<file path="src/sv/rfpr_pkg.sv">
package rfpr_pkg;

	localparam int RECORD_SLOTS     = 16;
	localparam int MAX_RECORD_BYTES = 64;
	localparam int STORE_BYTES      = RECORD_SLOTS * MAX_RECORD_BYTES;
	localparam int SLOT_W           = (RECORD_SLOTS > 1) ? $clog2(RECORD_SLOTS) : 1;
	localparam int USED_W           = $clog2(RECORD_SLOTS + 1);
	localparam int OFF_W            = (MAX_RECORD_BYTES > 1) ? $clog2(MAX_RECORD_BYTES) : 1;
	localparam int ADDR_W           = $clog2(STORE_BYTES);
	localparam int LEN_W            = 7;
	localparam int CMDQ_DEPTH       = 2;
	localparam int CMDQ_CNT_W       = $clog2(CMDQ_DEPTH + 1);
	localparam int CMDQ_PTR_W       = $clog2(CMDQ_DEPTH);
	localparam int RESQ_DEPTH       = 4;
	localparam int RESQ_CNT_W       = $clog2(RESQ_DEPTH + 1);
	localparam int RESQ_PTR_W       = $clog2(RESQ_DEPTH);

	typedef enum logic [1:0] {
		FN_APPEND = 2'd0,
		FN_GET    = 2'd1,
		FN_DELETE = 2'd2,
		FN_PEEK   = 2'd3
	} func_t;

	typedef enum logic [1:0] {
		ST_OK       = 2'd0,
		ST_EMPTY    = 2'd1,
		ST_FULL     = 2'd2,
		ST_TOO_LONG = 2'd3
	} status_t;

	typedef enum logic {
		BK_IDLE,
		BK_STREAM
	} back_state_t;

	typedef struct packed {
		func_t              func;
		logic [7:0]         data_byte;
		logic               last_byte;
		logic signed [31:0] user_tag;
		logic [LEN_W-1:0]   request_length;
	} in_item_t;

	typedef struct packed {
		logic [7:0]         out_byte;
		logic               out_last;
		logic signed [31:0] out_tag;
		logic [LEN_W-1:0]   out_count;
		status_t            status;
	} result_t;

	// classified command handed from front to back
	typedef struct packed {
		func_t              op;
		logic               zero_req;
		logic [7:0]         data_byte;
		logic               last_byte;
		logic signed [31:0] user_tag;
		logic [LEN_W-1:0]   req;
	} cmd_t;

	function automatic logic [SLOT_W-1:0] next_slot(input logic [SLOT_W-1:0] s);
		next_slot = (s == SLOT_W'(RECORD_SLOTS - 1)) ? '0 : s + 1'b1;
	endfunction

endpackage

</file>
<file path="src/sv/rfpr_res_queue.sv">
module rfpr_res_queue (
	input  logic                             clk,
	input  logic                             arst_n,
	input  logic                             res_push,
	input  rfpr_pkg::result_t                res_data,
	output logic [rfpr_pkg::RESQ_CNT_W-1:0]  res_cnt,
	output logic                             empty,
	input  logic                             pop,
	output rfpr_pkg::result_t                result
);
	import rfpr_pkg::*;

	result_t               queue_q [RESQ_DEPTH];
	logic [RESQ_PTR_W-1:0] wr_ptr_q;
	logic [RESQ_PTR_W-1:0] rd_ptr_q;
	logic [RESQ_CNT_W-1:0] cnt_q;
	logic                  rd_en;

	assign empty   = (cnt_q == '0);
	assign result  = queue_q[rd_ptr_q];
	assign res_cnt = cnt_q;
	assign rd_en   = pop && !empty;

	always_ff @(posedge clk) begin
		if (res_push) begin
			queue_q[wr_ptr_q] <= res_data;
		end
	end

	always_ff @(posedge clk or negedge arst_n) begin
		if (!arst_n) begin
			wr_ptr_q <= '0;
			rd_ptr_q <= '0;
			cnt_q    <= '0;
		end else begin
			if (res_push) begin
				wr_ptr_q <= (wr_ptr_q == RESQ_PTR_W'(RESQ_DEPTH - 1)) ? '0 : wr_ptr_q + 1'b1;
			end
			if (rd_en) begin
				rd_ptr_q <= (rd_ptr_q == RESQ_PTR_W'(RESQ_DEPTH - 1)) ? '0 : rd_ptr_q + 1'b1;
			end
			if (res_push && !rd_en) begin
				cnt_q <= cnt_q + 1'b1;
			end else if (rd_en && !res_push) begin
				cnt_q <= cnt_q - 1'b1;
			end
		end
	end

	// back end reserves space before every beat it sends
	a_no_overflow: assert property (@(posedge clk) disable iff (!arst_n)
		res_push |-> (cnt_q != RESQ_CNT_W'(RESQ_DEPTH)))
		else $error("result queue overflow");

endmodule

</file>
<file path="config.mk">
export PLATFORM = sky130hd
export DESIGN_NAME = rfpr_res_queue
export DESIGN_NICKNAME = d
export VERILOG_FILES = /design/src/sv/rfpr_pkg.sv /design/src/sv/rfpr_res_queue.sv
export SDC_FILE = /design/constraint.sdc
export NUM_CORES = 1
export LEC_CHECK = 0
export BUFFER_PORTS_ARGS = -buffer_cell sky130_fd_sc_hd__buf_2
export CAP_MARGIN = 25
export CORE_MARGIN = 2
export CORE_UTILIZATION = 50
export DETAILED_ROUTE_END_ITERATION = 16
export HOLD_SLACK_MARGIN = 0.08
export PLACE_DENSITY = 0.71
export SLEW_MARGIN = 10
export SYNTH_ARGS = -nofsm -noshare
export SYNTH_HDL_FRONTEND = slang
export SYNTH_SLANG_ARGS = --single-unit
</file>
<file path="constraint.sdc">
create_clock -name clk -period 4.2 [get_ports clk]
set_clock_uncertainty 0.2 [all_clocks]
set_input_delay 1.26 -clock clk [delete_from_list [all_inputs] [get_ports clk]]
set_output_delay 1.26 -clock clk [all_outputs]
set_load 0.03 [all_outputs]
</file>
# [Yosys cells after proc, flatten, opt, wreduce, memory -nomap -nowiden]
# Memory sizes are Yosys's and may differ from the RTL's.
# Index checks and enable logic that the tools add are counted.
[classes] reduce_logical=8 shift=0 n_addsub=4 eq_ne=2 n_mux=6 div=0 n_lt_le_gt_ge=0 bitwise=0 multipliers=0
[ops] op="$mux 3" count=2
[ops] op="$add 2x1->2 const B" count=2
[ops] op="$eq 2x2->1 const B" count=2
[ops] op="$mux 2" count=2
[ops] op="$add 3x1->3 const B" count=1
[ops] op="$logic_and 1x1->1" count=3
[ops] op="$logic_not 1->1" count=3
[ops] op="$logic_not 3->1" count=1
[ops] op="$sub 3x1->3 const B" count=1
[ops] op="$mux 1" count=2
[ops] op="$reduce_bool 2->1" count=1
[totals] ram_bits=200 n_memories=1 latch_bits=0 mem_bits_ro=0 reg_bits=7 out_inout_bits=54 word_cells=24
[mem_list] name="queue_q" words=4 width=50 read_ports=1 rd_ports_with_merged_regs=0 write_ports=1 line_no="rfpr_res_queue.sv:13" rtl="result_t queue_q [RESQ_DEPTH];"

# [Depth between registers and ports, before layout]
[depth] depth_word=6 mapped_depth=7 mapped_depth_nobuf=7

# [Worst setup path before layout]
# No wires, ideal clock.
[synth_path] path_type="input to register" start="input res_push" end="memory queue_q[2][0] (netlist name), enable pin" arrival_time_ps=2454 n_path_buf=0 stages=1 setup_ps=413 path_slack_ps=1133 path_cell_list="and2_1"
[synth_between] elab_chain_len=2
[synth_rtl] item="start: declaration" line_no="rfpr_res_queue.sv:4" rtl="input logic res_push,"
[synth_rtl] item="$mux 1" line_no="rfpr_res_queue.sv:25" rtl="if (res_push) begin"
[synth_rtl] item="$mux 1 (implied by the code)" line_no="rfpr_res_queue.sv:26" rtl="queue_q[wr_ptr_q] <= res_data;"
[synth_rtl] item="end: declaration" line_no="rfpr_res_queue.sv:13"
# Every way passes these cells.

==> qor.yml <==
clock_tree:
  clockBufferDepth: 3
  root_buffer: "clkbuf_16"
  clk_pin_slew_ns: 0.06
  post_cts_buffers: 0
  h-tree-depth: 1
  cts_tree: "done"
  hold_buffers: 0
  insertion_delay_ns: 0.48
  clkSinkCount: 207
  cts_buffers: 21
  cts_resized: 0
placed_design:
  pre_cts_ws_ns: 0.777
  place.gp.congestion: 0.716
  dp_hpwl_um: 7660
  port_buffers: 107
global_routing:
  first_global_vias: 3640
  antenna_found_initial: 1
  grt_max_degree: 38
  gr-total-overflow: 0
  grt_first_pass_wirelength_um: 19600
  grt_usage: 0.159
timing:
  drv_slew: 0
  tightest_slew_ns: 0.730
  grt_setup_unrepaired: "no"
  fmax_ghz: 0.259
  holdWs_ns: 0.364
  fin_crit_ns: 3.86
  fin_tns_setup_ns: 0
  relSlewSlack: 0.513
  min_period_over_period: 0.920
  setup_ws_ns: 0.338
  setup_violations: 0
  final_hold_viol_count: 0
synth:
  synth.top_cells.by_count: "200 x edfxtp_1, 48 x mux4_2, 7 x dfrtp_1"
  postSynthNetCount: 359
  async_flop_share: 0.0338
  netlist.area_leader.share: 0.780
  yosys_warnings: 0
  netlist_instances: 298
  syn_area_per_cell_sq_um: 25.8
  synthFlopType: "edfxtp_1"
  yosysMostFrequentCell: "edfxtp_1"
  ys_seq_area_frac: 0.803
  yosys-top-cells-area: "edfxtp_1 78%, mux4_2 14%, dfrtp_1 2.3%"
  ys_types: 21
  netlist_area_sq_um: 7700
  synth-seq-cells: 207
  yosysTopAreaCell: "edfxtp_1"
  synth_edf_count: 200
detailed_routing:
  drt_first_pass_iters: 4
  drtAntennaViolNets: 0
  top_layer_used: "met5"
  vias: 3406
  drc_errors: 0
  drt-met1-wl_um: 5160
  wirelength_um: 12500
  drt_iter0_drc: 165
  wl_met2_um: 6400
  routedWlPerCell_um: 20.0
  viasPerCell: 5.48
  met3WireLength_um: 669
worst_setup_path:
  critPathRequiredTime_ns: 2.74
  critPathCaptureType: "output port"
  cp_cell_sequence: "buf_12 > mux4_2 > buf_2"
  critPathTopFamily: "flip-flops"
  crit_buf_inv: 2
  cp_slowest_cell: "dfrtp_4"
  startpoint_type: "register"
  cpPeakStageDelay_ns: 0.91
  crit_type: "register to output port"
  worstPathArrival_ns: 2.40
  cp_max_fo: 37
pwr:
  p_per_area_nw_per_um2: 747
  ir_drop_v: 0.000577
  p_comb_frac: 0.303
  p_sw_frac: 0.320
  p_sw_uw: 2190
  pwr-share-clk: 0.272
  intPower_uw: 4650
  seq_power_share: 0.425
  leakage_uw: 0.00317
die:
  start_util: 0.508
  placementRows: 45
  die_w_um: 128
  dieArea_sq_um: 16400
  die_y_um: 128
  core_sq_um: 15100
  io_pins: 108
flow_run:
  maxCapViolCount: 0
cells_and_area:
  drive_above_1_share: 0.461
  synthToLayoutAreaGrowth_pct: 19.0
  layout.nets: 483
  fill_cells: 1031
  antenna_cells: 0
hold_path:
  hold_class: "register to register"
outcome:
  status: "finished clean"
## layout make-up
type / count / area, sq um / share of cell area
Sequential cell: 207 / 6190 / 0.676
Clock buffer: 24 / 537 / 0.0586
Multi-Input combinational cell: 76 / 1370 / 0.150
Inverter: 3 / 11.3 / 0.00123
Clock inverter: 11 / 161 / 0.0176
Tap cell: 188 / 235 / 0.0257
Timing Repair Buffer: 113 / 656 / 0.0716
## flip-flops by register name, summed over array words and instances, names as in the netlist
name      flops
rd_ptr_q      2
queue_q     200
wr_ptr_q      2
res_cnt       3
## power by group through the flow
stage               Clock (uW)  Sequential, uW  Combinational (uW)
floorplan                    0            2810                1730
global placement             0            2950                2080
detailed placement           0            2970                2110
CTS                       1900            2920                2110
global route              1970            2960                2220
finish                    1860            2910                2070
## path summary, 6_finish.rpt
path,start,endpoint,slack (ns),cells past startpoint
max reg2reg,res_cnt[0],res_cnt[2],1.98,7
max,rd_ptr_q[0],result[39],0.34,3
min in group asynchronous,arst_n,rd_ptr_q[0],0.40,1
min,res_cnt[2],res_cnt[2],0.36,1
max in group asynchronous,arst_n,rd_ptr_q[1],3.21,1
min reg2reg,res_cnt[2],res_cnt[2],0.36,1
## stage by stage
stage / power [uW] / area, sq um / utilization / instances
floorplan: 4540 / 7700 / - / 298
global placement: 5030 / 8460 / 0.559 / 587
detailed placement: 5070 / 8460 / 0.559 / 587
CTS: 6940 / 9160 / 0.605 / 622
global route: 7150 / 9160 / 0.605 / 622
finish: 6840 / 9160 / 0.605 / 622
## cells by family after synthesis
| kind of cell | count (synthesis) | share of synthesized area |
|---|---|---|
| adder cells (fa/ha/maj) | 7 | 0.0124 |
| buffers and inverters | 15 | 0.0197 |
| AO/OA/AOI/OAI | 4 | 0.00504 |
| XOR/XNOR | 3 | 0.00341 |
| multiplexers | 52 | 0.150 |
| flip-flops | 207 | 0.803 |
| AND/OR/NAND/NOR | 10 | 0.00650 |
## routing by layer
layer  track usage  vias up
met1         0.205     1766
met4        0.0427        2
met2         0.276      103
met5             0        -
li1              -     1514
met3        0.0342       21
## cells in the final DEF, fill, tap and decap left out, drive strengths merged
master and count:
buf 113, dfrtp 7, o21ai 2, a21o 1, nor3 2, mux2 2, and2 4, o31ai 1
edfxtp 200, mux4 50, inv 4, ha 6, xor2 2, xnor2 1, nor2 2, clkbuf 24
nand2 2, clkinv 4, bufinv 4, clkinvlp 2, fa 1
Power figures use the tool's default switching activity.
