## config.mk

```make
export PLATFORM = sky130hd
export DESIGN_NAME = rfpr_front
export DESIGN_NICKNAME = d
export VERILOG_FILES = /design/src/sv/rfpr_pkg.sv /design/src/sv/rfpr_front.sv
export SDC_FILE = /design/constraint.sdc
export NUM_CORES = 1
export LEC_CHECK = 0
export BUFFER_PORTS_ARGS = -buffer_cell sky130_fd_sc_hd__buf_2
export CAP_MARGIN = 20
export CORE_MARGIN = 10
export CORE_UTILIZATION = 47
export CTS_CLUSTER_DIAMETER = 120
export DETAILED_ROUTE_END_ITERATION = 7
export GPL_TIMING_DRIVEN = 0
export PLACE_DENSITY_LB_ADDON = 0.25
export SLEW_MARGIN = 15
export SYNTH_ARGS = -nofsm -noshare
export SYNTH_HDL_FRONTEND = slang
export SYNTH_SLANG_ARGS = --single-unit
```

## constraint.sdc

```tcl
create_clock -name clk -period 3.3 [get_ports clk]
set_clock_uncertainty 0.15 [all_clocks]
set_input_delay 0.825 -clock clk [delete_from_list [all_inputs] [get_ports clk]]
set_output_delay 0.825 -clock clk [all_outputs]
set_load 0.02 [all_outputs]
```

## src/sv/rfpr_pkg.sv

```systemverilog
package rfpr_pkg;

	localparam int RECORD_SLOTS     = 16;
	localparam int MAX_RECORD_BYTES = 64;
	localparam int STORE_BYTES      = RECORD_SLOTS * MAX_RECORD_BYTES;
	localparam int SLOT_W           = (RECORD_SLOTS > 1) ? $clog2(RECORD_SLOTS) : 1;
	localparam int USED_W           = $clog2(RECORD_SLOTS + 1);
	localparam int OFF_W            = (MAX_RECORD_BYTES > 1) ? $clog2(MAX_RECORD_BYTES) : 1;
	localparam int ADDR_W           = $clog2(STORE_BYTES);
	localparam int LEN_W            = 7;
	localparam int CMDQ_DEPTH       = 2;
	localparam int CMDQ_CNT_W       = $clog2(CMDQ_DEPTH + 1);
	localparam int CMDQ_PTR_W       = $clog2(CMDQ_DEPTH);
	localparam int RESQ_DEPTH       = 4;
	localparam int RESQ_CNT_W       = $clog2(RESQ_DEPTH + 1);
	localparam int RESQ_PTR_W       = $clog2(RESQ_DEPTH);

	typedef enum logic [1:0] {
		FN_APPEND = 2'd0,
		FN_GET    = 2'd1,
		FN_DELETE = 2'd2,
		FN_PEEK   = 2'd3
	} func_t;

	typedef enum logic [1:0] {
		ST_OK       = 2'd0,
		ST_EMPTY    = 2'd1,
		ST_FULL     = 2'd2,
		ST_TOO_LONG = 2'd3
	} status_t;

	typedef enum logic {
		BK_IDLE,
		BK_STREAM
	} back_state_t;

	typedef struct packed {
		func_t              func;
		logic [7:0]         data_byte;
		logic               last_byte;
		logic signed [31:0] user_tag;
		logic [LEN_W-1:0]   request_length;
	} in_item_t;

	typedef struct packed {
		logic [7:0]         out_byte;
		logic               out_last;
		logic signed [31:0] out_tag;
		logic [LEN_W-1:0]   out_count;
		status_t            status;
	} result_t;

	// classified command handed from front to back
	typedef struct packed {
		func_t              op;
		logic               zero_req;
		logic [7:0]         data_byte;
		logic               last_byte;
		logic signed [31:0] user_tag;
		logic [LEN_W-1:0]   req;
	} cmd_t;

	function automatic logic [SLOT_W-1:0] next_slot(input logic [SLOT_W-1:0] s);
		next_slot = (s == SLOT_W'(RECORD_SLOTS - 1)) ? '0 : s + 1'b1;
	endfunction

endpackage

```

## src/sv/rfpr_front.sv

```systemverilog
module rfpr_front (
	input  logic              clk,
	input  logic              arst_n,
	input  logic              push,
	output logic              full,
	input  rfpr_pkg::in_item_t item,
	output logic              cmd_valid,
	output rfpr_pkg::cmd_t    cmd,
	input  logic              cmd_pop
);
	import rfpr_pkg::*;

	cmd_t                  queue_q [CMDQ_DEPTH];
	logic [CMDQ_PTR_W-1:0] wr_ptr_q;
	logic [CMDQ_PTR_W-1:0] rd_ptr_q;
	logic [CMDQ_CNT_W-1:0] cnt_q;
	cmd_t                  cls;
	logic                  wr_en;
	logic                  rd_en;

	always_comb begin
		cls.op        = item.func;
		cls.zero_req  = (item.request_length == '0);
		cls.data_byte = item.data_byte;
		cls.last_byte = item.last_byte;
		cls.user_tag  = item.user_tag;
		cls.req       = item.request_length;
	end

	assign full      = (cnt_q == CMDQ_CNT_W'(CMDQ_DEPTH));
	assign cmd_valid = (cnt_q != '0);
	assign cmd       = queue_q[rd_ptr_q];
	assign wr_en     = push && !full;
	assign rd_en     = cmd_pop && cmd_valid;

	always_ff @(posedge clk) begin
		if (wr_en) begin
			queue_q[wr_ptr_q] <= cls;
		end
	end

	always_ff @(posedge clk or negedge arst_n) begin
		if (!arst_n) begin
			wr_ptr_q <= '0;
			rd_ptr_q <= '0;
			cnt_q    <= '0;
		end else begin
			if (wr_en) begin
				wr_ptr_q <= (wr_ptr_q == CMDQ_PTR_W'(CMDQ_DEPTH - 1)) ? '0 : wr_ptr_q + 1'b1;
			end
			if (rd_en) begin
				rd_ptr_q <= (rd_ptr_q == CMDQ_PTR_W'(CMDQ_DEPTH - 1)) ? '0 : rd_ptr_q + 1'b1;
			end
			if (wr_en && !rd_en) begin
				cnt_q <= cnt_q + 1'b1;
			end else if (rd_en && !wr_en) begin
				cnt_q <= cnt_q - 1'b1;
			end
		end
	end

endmodule

```

### Word-level counts from Yosys, hierarchy flattened

Memories as Yosys holds them, arrays and structs flattened.
Cells that the tools add are included.

* register bits after elaboration: 4
* RAM bits: 102
* input port bits: 54
* output and inout bits: 53
* logic and storage cells: 25
* memories: 1

Memories
* queue_q: depth 2, width 51, rd ports 1, clocked after Yosys merged registers in 0, write ports 1, RTL line rfpr_front.sv:13 `cmd_t queue_q [CMDQ_DEPTH];`

* $add $sub $neg: 4
* eq/ne operators: 1
* multiplexer cells: 6
* reduce and logical (&&, ||, !) cells: 10

Operators with widths (count)
* logical NOT 7 bit: 1
* logical AND 1 bit: 4
* two-way mux 1 bit: 4
* two-way mux 2 bit: 2
* nonzero test 2 bit: 2
* logical NOT 1 bit: 3
* adder 1 bit, second input constant: 2
* adder 2 x 1 -> 2 bit, second input constant: 1
* == test 2 bit, second input constant: 1
* subtractor 2 x 1 -> 2 bit, second input constant: 1

### Logic depth before layout (Yosys ltp)

Gate-level depths: netlist of the first run.

* word-level depth: 7
* depth in mapped cells: 7
* gate-level depth less buffers: 7

### Worst setup path before layout of the first run

OpenSTA, ideal clock, no wires.

* path kind: input -> register
* start: input push
* end: memory queue_q[0][0] in the netlist's numbering (enable)
* library setup time: 0.460 ns
* arrival: 3.053 ns
* required time: 2.690 ns
* path slack: -0.363 ns
* cell stages on the path: 2
* path buffers: 0
* cells stage by stage: nand2_1 nor2_1

* longest elaborated chain between the ends: 3

Ends and longest elaborated chain
* from (decl): RTL line rfpr_front.sv:4 `input logic push,`
* logical AND 1 bit: RTL line rfpr_front.sv:33 `assign wr_en = push && !full;`
* two-way mux 1 bit: RTL line rfpr_front.sv:37 `if (wr_en) begin`
* two-way mux 1 bit (implied by the code): RTL line rfpr_front.sv:38 `queue_q[wr_ptr_q] <= cls;`
* to (decl): RTL line rfpr_front.sv:13

Every way passes these cells.

==> metrics.txt, run 1 <==
# TYPE chip_impl_metric gauge
chip_impl_metric{name="route.detailed.vias_per_inst",unit=""} 4.86
chip_impl_metric{name="multi_input_comb_area",unit="um^2"} 701
chip_impl_metric{name="placement_rows",unit=""} 33
chip_impl_metric{name="vias_in_the_first_global_route",unit=""} 2324
chip_impl_metric{name="io_pins",unit=""} 107
chip_impl_metric{name="finalHoldWorstSlack",unit="ns"} 0.107
chip_impl_info{name="critical_path.reg2reg.startpoint",value="cnt_q[0]$_DFFE_PN0P_"} 1
chip_impl_info{name="layout.cells.most_common",value="sky130_fd_sc_hd__buf_2"} 1
chip_impl_metric{name="start_util",unit="%"} 47.9
chip_impl_info{name="critical_path.startpoint_type",value="register"} 1
chip_impl_metric{name="antenna_found_initial",unit=""} 0
chip_impl_metric{name="leak_pwr",unit="nW"} 1.81
chip_impl_metric{name="setup.reg_to_reg.worst_slack",unit="ns"} 1.42
chip_impl_info{name="final_cell_mix",value="107 x sky130_fd_sc_hd__buf_2, 102 x sky130_fd_sc_hd__edfxtp_1, 43 x sky130_fd_sc_hd__mux2_2"} 1
chip_impl_metric{name="routed_wl",unit="mm"} 7.25
chip_impl_metric{name="timing.reg2reg.worst_path_depth",unit=""} 4
chip_impl_metric{name="ratio_of_cells_with_drive_above_1_in_the_final_layout",unit="%"} 57.4
chip_impl_info{name="crit-reg2reg-capture",value="queue_q[0][42]$_DFFE_PP_"} 1
chip_impl_metric{name="global_route.usage.total",unit="%"} 11.8
chip_impl_metric{name="relSlewSlack",unit="%"} 51.9
chip_impl_metric{name="synthesis.area_per_instance",unit="um^2"} 21.8
chip_impl_metric{name="ys_ff_latch",unit=""} 106
chip_impl_metric{name="detailroute.via_count",unit=""} 1984
chip_impl_metric{name="hold_viol_final",unit=""} 0
chip_impl_metric{name="clk_transition_reported_paths",unit="ns"} 0.09
chip_impl_metric{name="grt_first_pass_wirelength",unit="mm"} 11.7
chip_impl_info{name="setup.worst_path.end_class",value="output pin"} 1
chip_impl_metric{name="maxSlewViolCount",unit=""} 0
chip_impl_info{name="cts_tree",value="built"} 1
chip_impl_metric{name="finalSetupViolCount",unit=""} 0
chip_impl_metric{name="max_cap_violations",unit=""} 0
chip_impl_info{name="timing.hold.worst.class",value="input port to asynchronous set/reset pin"} 1
chip_impl_metric{name="fin_setup_tns",unit="ns"} 0
chip_impl_metric{name="cts.hold.buffers_added",unit=""} 0
chip_impl_metric{name="crit_required",unit="ns"} 2.32
chip_impl_metric{name="finalWeightedCongestion",unit=""} 0.699
chip_impl_metric{name="post_synth_instance_area",unit="um^2"} 3920
chip_impl_metric{name="route.antenna.remaining_nets",unit=""} 0
chip_impl_info{name="startpoint",value="rd_ptr_q$_DFFE_PN0P_"} 1
chip_impl_metric{name="dp.final_hpwl",unit="mm"} 5.14
chip_impl_metric{name="yosys_warnings",unit=""} 0
chip_impl_info{name="setup.worst_path.class",value="register to output pin"} 1
chip_impl_metric{name="die_y",unit="um"} 111
chip_impl_metric{name="syn_nets",unit=""} 235
chip_impl_metric{name="grt_remaining_overflow",unit=""} 0
chip_impl_metric{name="layout.nets",unit=""} 354
chip_impl_info{name="grt_setup_unrepaired",value="false"} 1
chip_impl_metric{name="worst-slew-pin-transition",unit="ns"} 0.721
chip_impl_metric{name="finalPower",unit="W"} 0.00418
chip_impl_info{name="clockRootBuffer",value="sky130_fd_sc_hd__clkbuf_8"} 1
chip_impl_info{name="run_status",value="finished clean"} 1
chip_impl_metric{name="first_iter_violations",unit=""} 73
chip_impl_metric{name="cp_data_arrival_time",unit="ns"} 1.61
chip_impl_metric{name="place.port_buffers",unit=""} 106
chip_impl_metric{name="regArea",unit="um^2"} 3160
chip_impl_metric{name="pre_cts_ws",unit="ns"} 1.06
chip_impl_metric{name="fillers",unit=""} 644
chip_impl_metric{name="antenna_diode_count",unit=""} 0
chip_impl_metric{name="wl_per_cell",unit="um"} 17.8
chip_impl_metric{name="synth_cells",unit=""} 180
chip_impl_metric{name="ctsResizeCount",unit=""} 0
chip_impl_info{name="worstSetupEndpoint",value="cmd[48]"} 1
chip_impl_metric{name="post_synth_num_cell_types",unit=""} 17
chip_impl_metric{name="drt_pass1_iterations",unit=""} 4
chip_impl_metric{name="die_x",unit="um"} 111
chip_impl_metric{name="maximum_fanout_along_the_worst_path",unit=""} 10
chip_impl_metric{name="cts_htree_levels",unit=""} 3
chip_impl_metric{name="design.die.area",unit="um^2"} 12400
chip_impl_metric{name="power-per-cell-area",unit="nW/um^2"} 870
chip_impl_metric{name="numCtsBuffers",unit=""} 9
chip_impl_metric{name="core_region_area",unit="um^2"} 8180
chip_impl_metric{name="worst_slack",unit="ns"} 0.718
chip_impl_metric{name="max-vdd-ir-drop",unit="mV"} 0.430
chip_impl_metric{name="clock_path_buffers",unit=""} 2
chip_impl_metric{name="drt_drc_violations_left",unit=""} 0
chip_impl_metric{name="timing.final.crit_period",unit="ns"} 2.58
chip_impl_metric{name="clock_insertion_delay_worst_skew",unit="ns"} 0.35
chip_impl_metric{name="area_overhead_of_the_layout_relative_to_synthesis",unit="%"} 22.7
chip_impl_metric{name="timing.final.crit_share",unit="%"} 78.2
chip_impl_metric{name="timing.fmax",unit="MHz"} 387
chip_impl_metric{name="numClockSinks",unit=""} 106
chip_impl_metric{name="post_cts.repair.setup_buffers",unit=""} 0
chip_impl_metric{name="synth_sequential_area_ratio",unit="%"} 80.7
chip_impl_metric{name="grt_start_max_net_pins",unit=""} 52
-- critical path, cell delays in order (launching register included) --
cell and delay, ns:
sky130_fd_sc_hd__dfrtp_1 0.33, sky130_fd_sc_hd__buf_2 0.23, sky130_fd_sc_hd__buf_6 0.19, sky130_fd_sc_hd__mux2_2 0.35
sky130_fd_sc_hd__buf_2 0.16
-- report_power, final --
group	switching, W	internal [W]	total (W)
sequential	0.0000735	0.00184	0.00191
clock	0.000408	0.000268	0.000676
combinational	0.000942	0.000653	0.00159
total	0.00142	0.00276	0.00418
-- sequential cells by signal, summed over array words and instances (netlist names) --
| name | cells |
|---|---|
| wr_ptr_q | 1 |
| queue_q | 102 |
| rd_ptr_q | 1 |
| cnt_q | 2 |
-- worst min path at each step --
stage / from / endpoint / slack [ns] / cells after the start
after floorplan: cnt_q[1]$_DFFE_PN0P_ / cnt_q[1]$_DFFE_PN0P_ / 0.31 / 1
after global placement: cnt_q[1]$_DFFE_PN0P_ / cnt_q[1]$_DFFE_PN0P_ / 0.33 / 1
after detailed placement: cnt_q[1]$_DFFE_PN0P_ / cnt_q[1]$_DFFE_PN0P_ / 0.34 / 1
after CTS: arst_n / wr_ptr_q$_DFFE_PN0N_ / 0.09 / 1
after global routing: arst_n / wr_ptr_q$_DFFE_PN0N_ / 0.09 / 1
final: arst_n / wr_ptr_q$_DFFE_PN0N_ / 0.11 / 1
-- layout make-up --
cell class | count | share of cell area, %
flip-flops and latches | 106 | 65.8
multi-input cells | 66 | 14.6
repair buffers | 108 | 12.2
well taps | 105 | 2.73
clock buffers | 10 | 2.65
plain buffers | 6 | 1.27
clock inverters | 5 | 0.676
inverters | 2 | 0.156
-- cell usage after synthesis --
library cell               count  share of area (%)
sky130_fd_sc_hd__nor2_1        2               0.19
sky130_fd_sc_hd__or4_4         1               0.29
sky130_fd_sc_hd__buf_6         5                1.4
sky130_fd_sc_hd__or2_1         1               0.16
sky130_fd_sc_hd__xnor2_1       3               0.67
sky130_fd_sc_hd__nor4_2        1               0.32
sky130_fd_sc_hd__nand2_1       2               0.19
sky130_fd_sc_hd__and3_1        1               0.16
sky130_fd_sc_hd__mux2_2       43                 12
sky130_fd_sc_hd__inv_1         2               0.19
sky130_fd_sc_hd__mux2_1        8                2.3
sky130_fd_sc_hd__edfxtp_1    102                 78
sky130_fd_sc_hd__ha_1          1               0.32
sky130_fd_sc_hd__nand2b_1      1               0.16
sky130_fd_sc_hd__dfrtp_1       4                2.6
sky130_fd_sc_hd__xor2_1        2               0.45
sky130_fd_sc_hd__buf_2         1               0.13
-- cell families after synthesis --
logic type	count (synthesis)	share of synthesized area [%]
and+or+nand+nor	9	1.47
muxes	51	14.7
xor gates and xnor gates	5	1.12
DFF	106	80.7
adders and majority gates	1	0.319
buffers and inverters	8	1.76
-- per-layer routing --
metal / vias up / global-route usage (%) / routed length [um]
li1: 941 / - / -
met1: 969 / 12.8 / 2870
met2: 61 / 20.9 / 3870
met3: 13 / 3.52 / 375
met4: 0 / 5.14 / 137
met5: - / 0 / 0
-- metrics by stage --
stage / area, um^2 / util, % / cells
floorplan: 3920 / - / 180
global route: 4810 / 58.8 / 408
detailed placement: 4650 / 56.9 / 393
finish: 4810 / 58.8 / 408
global placement: 4580 / 56.1 / 391
CTS: 4810 / 58.8 / 408
Note: power is estimated with default switching activity, not from simulation.
==> run 2, diff against run 1 <==
- CORE_UTILIZATION: 47 -> 49
- clock period: 3.3 -> 2.5 ns (I/O delays scaled with it)
==> run 2 against run 1 <==
Sequential share of layout area down 0.37 points. Largest cell class unchanged. Flip-flop and latch count unchanged. Critical endpoint is now cmd[30]. Final area grew 0.57%. Worst hold slack improved by 0.20 ns. Clock-buffer cell count unchanged.
==> metrics.txt, run 2 (synthesized netlist as in run 1, its figures left out) <==
# TYPE chip_impl_metric gauge
chip_impl_info{name="run_status",value="finished clean"} 1
chip_impl_info{name="timing.hold.worst.class",value="input port to register"} 1
chip_impl_metric{name="largest_register_ffs",unit=""} 102
chip_impl_metric{name="clock_insertion_delay_worst_skew",unit="ns"} 0.35
chip_impl_metric{name="drt_pass1_iterations",unit=""} 3
chip_impl_metric{name="pre_cts_ws",unit="ns"} 0.214
chip_impl_info{name="critical_path.slowest_cell",value="sky130_fd_sc_hd__mux2_2"} 1
chip_impl_info{name="setup.worst_path.end_class",value="output pin"} 1
chip_impl_metric{name="drt_drc_violations_left",unit=""} 0
chip_impl_metric{name="finalCoreUtilization",unit="%"} 62.3
chip_impl_metric{name="wl_per_cell",unit="um"} 18.5
chip_impl_metric{name="cp_data_arrival_time",unit="ns"} 1.62
chip_impl_metric{name="die_x",unit="um"} 109
chip_impl_metric{name="worst-slew-pin-transition",unit="ns"} 0.809
chip_impl_metric{name="max_cap_violations",unit=""} 0
chip_impl_metric{name="holdPathStages",unit=""} 1
chip_impl_metric{name="core_region_area",unit="um^2"} 7770
chip_impl_metric{name="cp_num_buf_inv",unit=""} 3
chip_impl_metric{name="design.die.area",unit="um^2"} 12000
chip_impl_info{name="layout.cells.most_common",value="sky130_fd_sc_hd__buf_2"} 1
chip_impl_metric{name="timing.final.crit_period",unit="ns"} 2.40
chip_impl_metric{name="layout.nets",unit=""} 354
chip_impl_metric{name="final_cell_area_excluding_filler_cells",unit="um^2"} 4840
chip_impl_info{name="cts_tree",value="built"} 1
chip_impl_info{name="biggestRegsByFlops",value="queue_q x102, cnt_q x2"} 1
chip_impl_metric{name="route.antenna.remaining_nets",unit=""} 0
chip_impl_metric{name="timing.final.crit_share",unit="%"} 95.9
chip_impl_metric{name="finalWeightedCongestion",unit=""} 0.691
chip_impl_metric{name="cts_htree_levels",unit=""} 3
chip_impl_metric{name="timing.reg2reg.worst_path_depth",unit=""} 4
chip_impl_metric{name="start_util",unit="%"} 50.5
chip_impl_metric{name="numCtsBuffers",unit=""} 9
chip_impl_metric{name="die_y",unit="um"} 109
chip_impl_metric{name="power-per-cell-area",unit="nW/um^2"} 1180
chip_impl_info{name="critical_path.reg2reg.startpoint",value="cnt_q[0]$_DFFE_PN0P_"} 1
chip_impl_info{name="largest_delay_contributor_family_on_the_critical_path",value="buffers and inverters"} 1
chip_impl_metric{name="finalSetupViolCount",unit=""} 0
chip_impl_metric{name="maxSlewViolCount",unit=""} 0
chip_impl_metric{name="hold_viol_final",unit=""} 0
chip_impl_metric{name="io_pins",unit=""} 107
chip_impl_metric{name="routed_wl",unit="mm"} 7.51
chip_impl_metric{name="area_overhead_of_the_layout_relative_to_synthesis",unit="%"} 23.4
chip_impl_metric{name="global_route.usage.total",unit="%"} 12.6
chip_impl_metric{name="max-vdd-ir-drop",unit="mV"} 0.993
chip_impl_info{name="grt_setup_unrepaired",value="false"} 1
chip_impl_metric{name="grt_first_pass_wirelength",unit="mm"} 11.4
chip_impl_metric{name="fillers",unit=""} 610
chip_impl_metric{name="antenna_diode_count",unit=""} 0
chip_impl_metric{name="first_iter_violations",unit=""} 70
chip_impl_metric{name="post_cts.repair.setup_buffers",unit=""} 0
chip_impl_metric{name="timing.fmax",unit="MHz"} 417
chip_impl_info{name="timing.hold.worst_endpoint",value="queue_q[1][46]$_DFFE_PP_"} 1
chip_impl_metric{name="relSlewSlack",unit="%"} 45.9
chip_impl_metric{name="dp.final_hpwl",unit="mm"} 5.26
chip_impl_metric{name="grt_remaining_overflow",unit=""} 0
chip_impl_metric{name="grt_start_max_net_pins",unit=""} 52
chip_impl_metric{name="detailed_place.area",unit="um^2"} 4610
chip_impl_metric{name="clk_transition_reported_paths",unit="ns"} 0.10
chip_impl_metric{name="maximum_fanout_along_the_worst_path",unit=""} 10
chip_impl_info{name="path_common_cell",value="sky130_fd_sc_hd__buf_2"} 1
chip_impl_metric{name="route.detailed.vias_per_inst",unit=""} 4.85
chip_impl_metric{name="detailroute.via_count",unit=""} 1968
chip_impl_metric{name="ratio_of_cells_with_drive_above_1_in_the_final_layout",unit="%"} 57.2
chip_impl_info{name="setup.worst_path.class",value="register to output pin"} 1
chip_impl_metric{name="place.port_buffers",unit=""} 106
chip_impl_info{name="crit-reg2reg-capture",value="queue_q[0][45]$_DFFE_PP_"} 1
chip_impl_metric{name="numClockSinks",unit=""} 106
chip_impl_info{name="timing.hold.worst.start",value="item[46]"} 1
chip_impl_info{name="final_cell_mix",value="107 x sky130_fd_sc_hd__buf_2, 102 x sky130_fd_sc_hd__edfxtp_1, 43 x sky130_fd_sc_hd__mux2_2"} 1
chip_impl_info{name="clockRootBuffer",value="sky130_fd_sc_hd__clkbuf_8"} 1
chip_impl_info{name="critical_path.startpoint_type",value="register"} 1
chip_impl_metric{name="placement_rows",unit=""} 32
chip_impl_metric{name="antenna_found_initial",unit=""} 0
chip_impl_info{name="max_flop_register",value="queue_q"} 1
chip_impl_metric{name="worst_slack",unit="ns"} 0.103
chip_impl_info{name="cp_cell_sequence",value="buf_2, buf_6, mux2_2, buf_2"} 1
chip_impl_metric{name="clock_path_buffers",unit=""} 2
chip_impl_metric{name="timing.critical_path.slowest_cell_delay",unit="ns"} 0.35
chip_impl_metric{name="setup.reg_to_reg.worst_slack",unit="ns"} 0.33
chip_impl_metric{name="crit_required",unit="ns"} 1.73
chip_impl_metric{name="vias_in_the_first_global_route",unit=""} 2203
chip_impl_metric{name="leak_pwr",unit="nW"} 1.83
-- run 2: cell count changes in the layout (fill, tap and decap cells not counted), sizes merged --
cell,change
inv,+1
clkinvlp,-1
buf,-1
bufinv,+2
dlygate4sd3,+1
clkinv,-1
-- run 2: area by class of cell --
cell class | instances | area, um^2 | area share [%]
Buffer | 6 | 61.3 | 1.27
Clock buffer | 10 | 128 | 2.64
Clock inverter | 6 | 88.8 | 1.84
Inverter | 2 | 7.51 | 0.155
Multi-Input combinational cell | 66 | 701 | 14.5
Sequential cell | 106 | 3160 | 65.4
Tap cell | 102 | 128 | 2.64
Timing Repair Buffer | 108 | 561 | 11.6
-- run 2: how the worst max path moves through the flow --
stage	startpoint	end	slack, ns	cells past startpoint
floorplan	push	queue_q[1][0]$_DFFE_PP_	0.06	1
global placement	push	queue_q[1][15]$_DFFE_PP_	-0.71	2
detailed placement	push	queue_q[0][15]$_DFFE_PP_	0.21	4
CTS	rd_ptr_q$_DFFE_PN0P_	cmd[30]	0.07	4
global route	rd_ptr_q$_DFFE_PN0P_	cmd[43]	0.002	4
finish	rd_ptr_q$_DFFE_PN0P_	cmd[30]	0.10	4
-- run 2: worst register-to-register path: stages (launching register included) --
cell and delay [ns]:
sky130_fd_sc_hd__dfrtp_1 0.42, sky130_fd_sc_hd__nand2b_1 0.20, sky130_fd_sc_hd__nand2_1 0.17, sky130_fd_sc_hd__nor2_4 0.66, sky130_fd_sc_hd__buf_12 0.28
-- run 2: power breakdown --
part / internal (W) / switching, W
sequential: 0.00243 / 0.000103
combinational: 0.000826 / 0.00125
clock: 0.000567 / 0.000551
total: 0.00382 / 0.00191
-- run 2: what timing repair did --
action,in CTS,in global routing
hold buffers,1,0
hold endpoints to repair,4,0
gates resized for setup,0,0
-- run 2: per-stage QoR --
stage               instances  total power (W)  hold slack [ns]  setup TNS, ns
global placement          388          0.00464            0.285         -40.58
global route              406          0.00603            0.289              0
floorplan                 180          0.00399            0.179              0
detailed placement        389          0.00469            0.289              0
CTS                       406          0.00582            0.280              0
finish                    406          0.00573            0.304              0
-- run 2: routing by layer --
metal | track usage, % | vias to the layer above | part of all wire, % | wire (um)
li1 | - | 937 | - | -
met1 | 15.1 | 962 | 42 | 3140
met2 | 20.9 | 61 | 51 | 3830
met3 | 3.51 | 8 | 6.1 | 458
met4 | 5.30 | 0 | 1.2 | 92
met5 | 0 | - | 0 | 0
==> run 3, diff against run 2 <==
- CAP_MARGIN: 20 -> unset
- CORE_UTILIZATION: 49 -> 47
- clock period: 2.5 -> 2.2 ns (I/O delays scaled with it)
==> run 3 against run 2 <==
The flow now finishes with violations (negative setup slack). Register-to-register slack got worse by 0.09 ns. Final area increased by 2.9%. Wire length decreased by 0.43%. Flip-flop and latch count unchanged. Worst hold slack got worse by 0.070 ns. First-iteration DRC count increased by 8.6%. Sequential share of layout area decreased by 1.8 points. Non-clock buffer count increased by 2. Critical path type unchanged. Sequential power increased by 14%. Utilization decreased by 1.4 points. Largest power group unchanged.
==> metrics.txt, run 3 (synthesized netlist as in run 1, its figures left out) <==
# TYPE chip_impl_metric gauge
chip_impl_metric{name="design.die.area",unit="um^2"} 12400
chip_impl_metric{name="area_overhead_of_the_layout_relative_to_synthesis",unit="%"} 26.9
chip_impl_metric{name="max-vdd-ir-drop",unit="mV"} 1.27
chip_impl_metric{name="place.port_buffers",unit=""} 106
chip_impl_metric{name="multi_input_comb_area",unit="um^2"} 744
chip_impl_info{name="final_cell_mix",value="102 x sky130_fd_sc_hd__edfxtp_1, 93 x sky130_fd_sc_hd__buf_2, 33 x sky130_fd_sc_hd__mux2_2"} 1
chip_impl_metric{name="numCtsBuffers",unit=""} 9
chip_impl_metric{name="power-per-cell-area",unit="nW/um^2"} 1340
chip_impl_metric{name="ratio_of_cells_with_drive_above_1_in_the_final_layout",unit="%"} 57.7
chip_impl_metric{name="io_pins",unit=""} 107
chip_impl_metric{name="worst_slack",unit="ns"} -0.0191
chip_impl_metric{name="timing.final.crit_period",unit="ns"} 2.22
chip_impl_metric{name="grt_remaining_overflow",unit=""} 0
chip_impl_info{name="setup.worst_path.end_class",value="output pin"} 1
chip_impl_metric{name="antenna_diode_count",unit=""} 0
chip_impl_metric{name="maxSlewViolCount",unit=""} 0
chip_impl_metric{name="grt_start_max_net_pins",unit=""} 52
chip_impl_metric{name="clk_transition_reported_paths",unit="ns"} 0.10
chip_impl_metric{name="max_cap_violations",unit=""} 0
chip_impl_metric{name="hold_viol_final",unit=""} 0
chip_impl_metric{name="wl_per_cell",unit="um"} 18.2
chip_impl_metric{name="finalPower",unit="W"} 0.00668
chip_impl_metric{name="timing.final.crit_share",unit="%"} 101
chip_impl_info{name="max_flop_register",value="queue_q"} 1
chip_impl_metric{name="dp.final_hpwl",unit="mm"} 5.15
chip_impl_metric{name="route.detailed.vias_per_inst",unit=""} 4.88
chip_impl_info{name="grt_setup_unrepaired",value="true"} 1
chip_impl_metric{name="worst-slew-pin-transition",unit="ns"} 0.713
chip_impl_metric{name="cp_data_arrival_time",unit="ns"} 1.52
chip_impl_metric{name="pre_cts_ws",unit="ns"} 0.0149
chip_impl_metric{name="timing.fmax",unit="MHz"} 451
chip_impl_metric{name="vias_in_the_first_global_route",unit=""} 2287
chip_impl_metric{name="relSlewSlack",unit="%"} 52.4
chip_impl_metric{name="drt_drc_violations_left",unit=""} 0
chip_impl_metric{name="die_y",unit="um"} 111
chip_impl_info{name="failed_checks",value="negative setup slack"} 1
chip_impl_metric{name="core_region_area",unit="um^2"} 8180
chip_impl_metric{name="clock_insertion_delay_worst_skew",unit="ns"} 0.34
chip_impl_metric{name="cts_htree_levels",unit=""} 3
chip_impl_metric{name="largest_register_ffs",unit=""} 102
chip_impl_metric{name="fillers",unit=""} 617
chip_impl_metric{name="antenna_found_initial",unit=""} 0
chip_impl_info{name="layout.cells.most_common",value="sky130_fd_sc_hd__edfxtp_1"} 1
chip_impl_metric{name="maximum_fanout_along_the_worst_path",unit=""} 10
chip_impl_metric{name="die_x",unit="um"} 111
chip_impl_metric{name="drt_pass1_iterations",unit=""} 4
chip_impl_metric{name="clock_path_buffers",unit=""} 2
chip_impl_metric{name="regArea",unit="um^2"} 3160
chip_impl_info{name="biggestRegsByFlops",value="queue_q x102, cnt_q x2"} 1
chip_impl_metric{name="detailroute.via_count",unit=""} 2011
chip_impl_metric{name="route.antenna.remaining_nets",unit=""} 0
chip_impl_metric{name="placement_rows",unit=""} 33
chip_impl_metric{name="finalWeightedCongestion",unit=""} 0.686
chip_impl_info{name="critical_path.startpoint_type",value="register"} 1
chip_impl_info{name="run_status",value="finished, violations left"} 1
chip_impl_metric{name="layout.nets",unit=""} 357
chip_impl_metric{name="finalSetupViolCount",unit=""} 19
chip_impl_metric{name="grt_first_pass_wirelength",unit="mm"} 11.7
chip_impl_metric{name="routed_wl",unit="mm"} 7.48
chip_impl_metric{name="crit_required",unit="ns"} 1.50
chip_impl_info{name="timing.hold.worst.class",value="input port to register"} 1
chip_impl_info{name="setup.worst_path.class",value="register to output pin"} 1
chip_impl_metric{name="start_util",unit="%"} 47.9
chip_impl_metric{name="global_route.usage.total",unit="%"} 11.7
chip_impl_info{name="clockRootBuffer",value="sky130_fd_sc_hd__clkbuf_8"} 1
chip_impl_info{name="cts_tree",value="built"} 1
chip_impl_metric{name="first_iter_violations",unit=""} 76
chip_impl_metric{name="numClockSinks",unit=""} 106
chip_impl_metric{name="leak_pwr",unit="nW"} 1.90
[run 3: area by class of cell]
cell class              instances  area share, %
multi-input cells              67           15.0
repair buffers                110           13.0
clock inverters                 7           1.38
clock buffers                   9           2.49
inverters                       2          0.151
flip-flops and latches        106           63.6
well taps                     105           2.64
plain buffers                   6           1.84
[run 3: path summary, 6_finish.rpt]
| check | start | to | slack [ns] | depth (start not counted) |
|---|---|---|---|---|
| worst max-delay path | rd_ptr_q$_DFFE_PN0P_ | cmd[23] | -0.02 | 4 |
| worst min-delay path | item[48] | queue_q[0][49]$_DFFE_PP_ | 0.23 | 1 |
| worst max register to register | cnt_q[0]$_DFFE_PN0P_ | queue_q[0][35]$_DFFE_PP_ | 0.24 | 4 |
| worst min register to register | cnt_q[1]$_DFFE_PN0P_ | cnt_q[1]$_DFFE_PN0P_ | 0.35 | 1 |
| max in group asynchronous | arst_n | cnt_q[0]$_DFFE_PN0P_ | 1.39 | 2 |
| min in group asynchronous | arst_n | wr_ptr_q$_DFFE_PN0N_ | 0.38 | 2 |
[run 3: metrics by stage]
step | util, % | TNS, ns | hold WS (ns) | std cells | instance area (um^2)
after floorplan | - | 0 | 0.104 | 180 | 3930
after global placement | 56.2 | -19.16 | 0.212 | 391 | 4590
after detailed placement | 56.4 | 0 | 0.217 | 392 | 4610
after CTS | 59.5 | -1.27 | 0.215 | 410 | 4860
after global routing | 60.9 | -3.05 | 0.217 | 412 | 4980
final | 60.9 | -0.126 | 0.235 | 412 | 4980
[run 3: what timing repair did]
item	in CTS	in global routing
hold buffers	1	0
gates resized for setup	12	29
endpoints found under the hold margin	4	0
buffers inserted	1	1
cloned	0	1
pin swaps	0	1
setup endpoints to repair	49	76
[run 3: power breakdown]
| part | internal (W) | leakage [nW] | switching, W |
|---|---|---|---|
| sequential | 0.00276 | 0.995 | 0.000126 |
| combinational | 0.00118 | 0.815 | 0.00147 |
| clock | 0.000523 | 0.0869 | 0.000622 |
| total | 0.00446 | 1.90 | 0.00222 |
[run 3: metal layers]
metal / share of wire (%) / up-vias / GRT usage [%]
met4: 1.3 / 0 / 4.11
met5: 0 / - / 0
li1: - / 947 / -
met3: 6.9 / 10 / 4.55
met2: 50 / 65 / 19.3
met1: 42 / 989 / 13.4
[run 3: critical path, stage by stage (launching register included)]
cell	delay [ns]
sky130_fd_sc_hd__dfrtp_1	0.35
sky130_fd_sc_hd__buf_6	0.16
sky130_fd_sc_hd__buf_8	0.16
sky130_fd_sc_hd__mux2_2	0.35
sky130_fd_sc_hd__buf_2	0.16
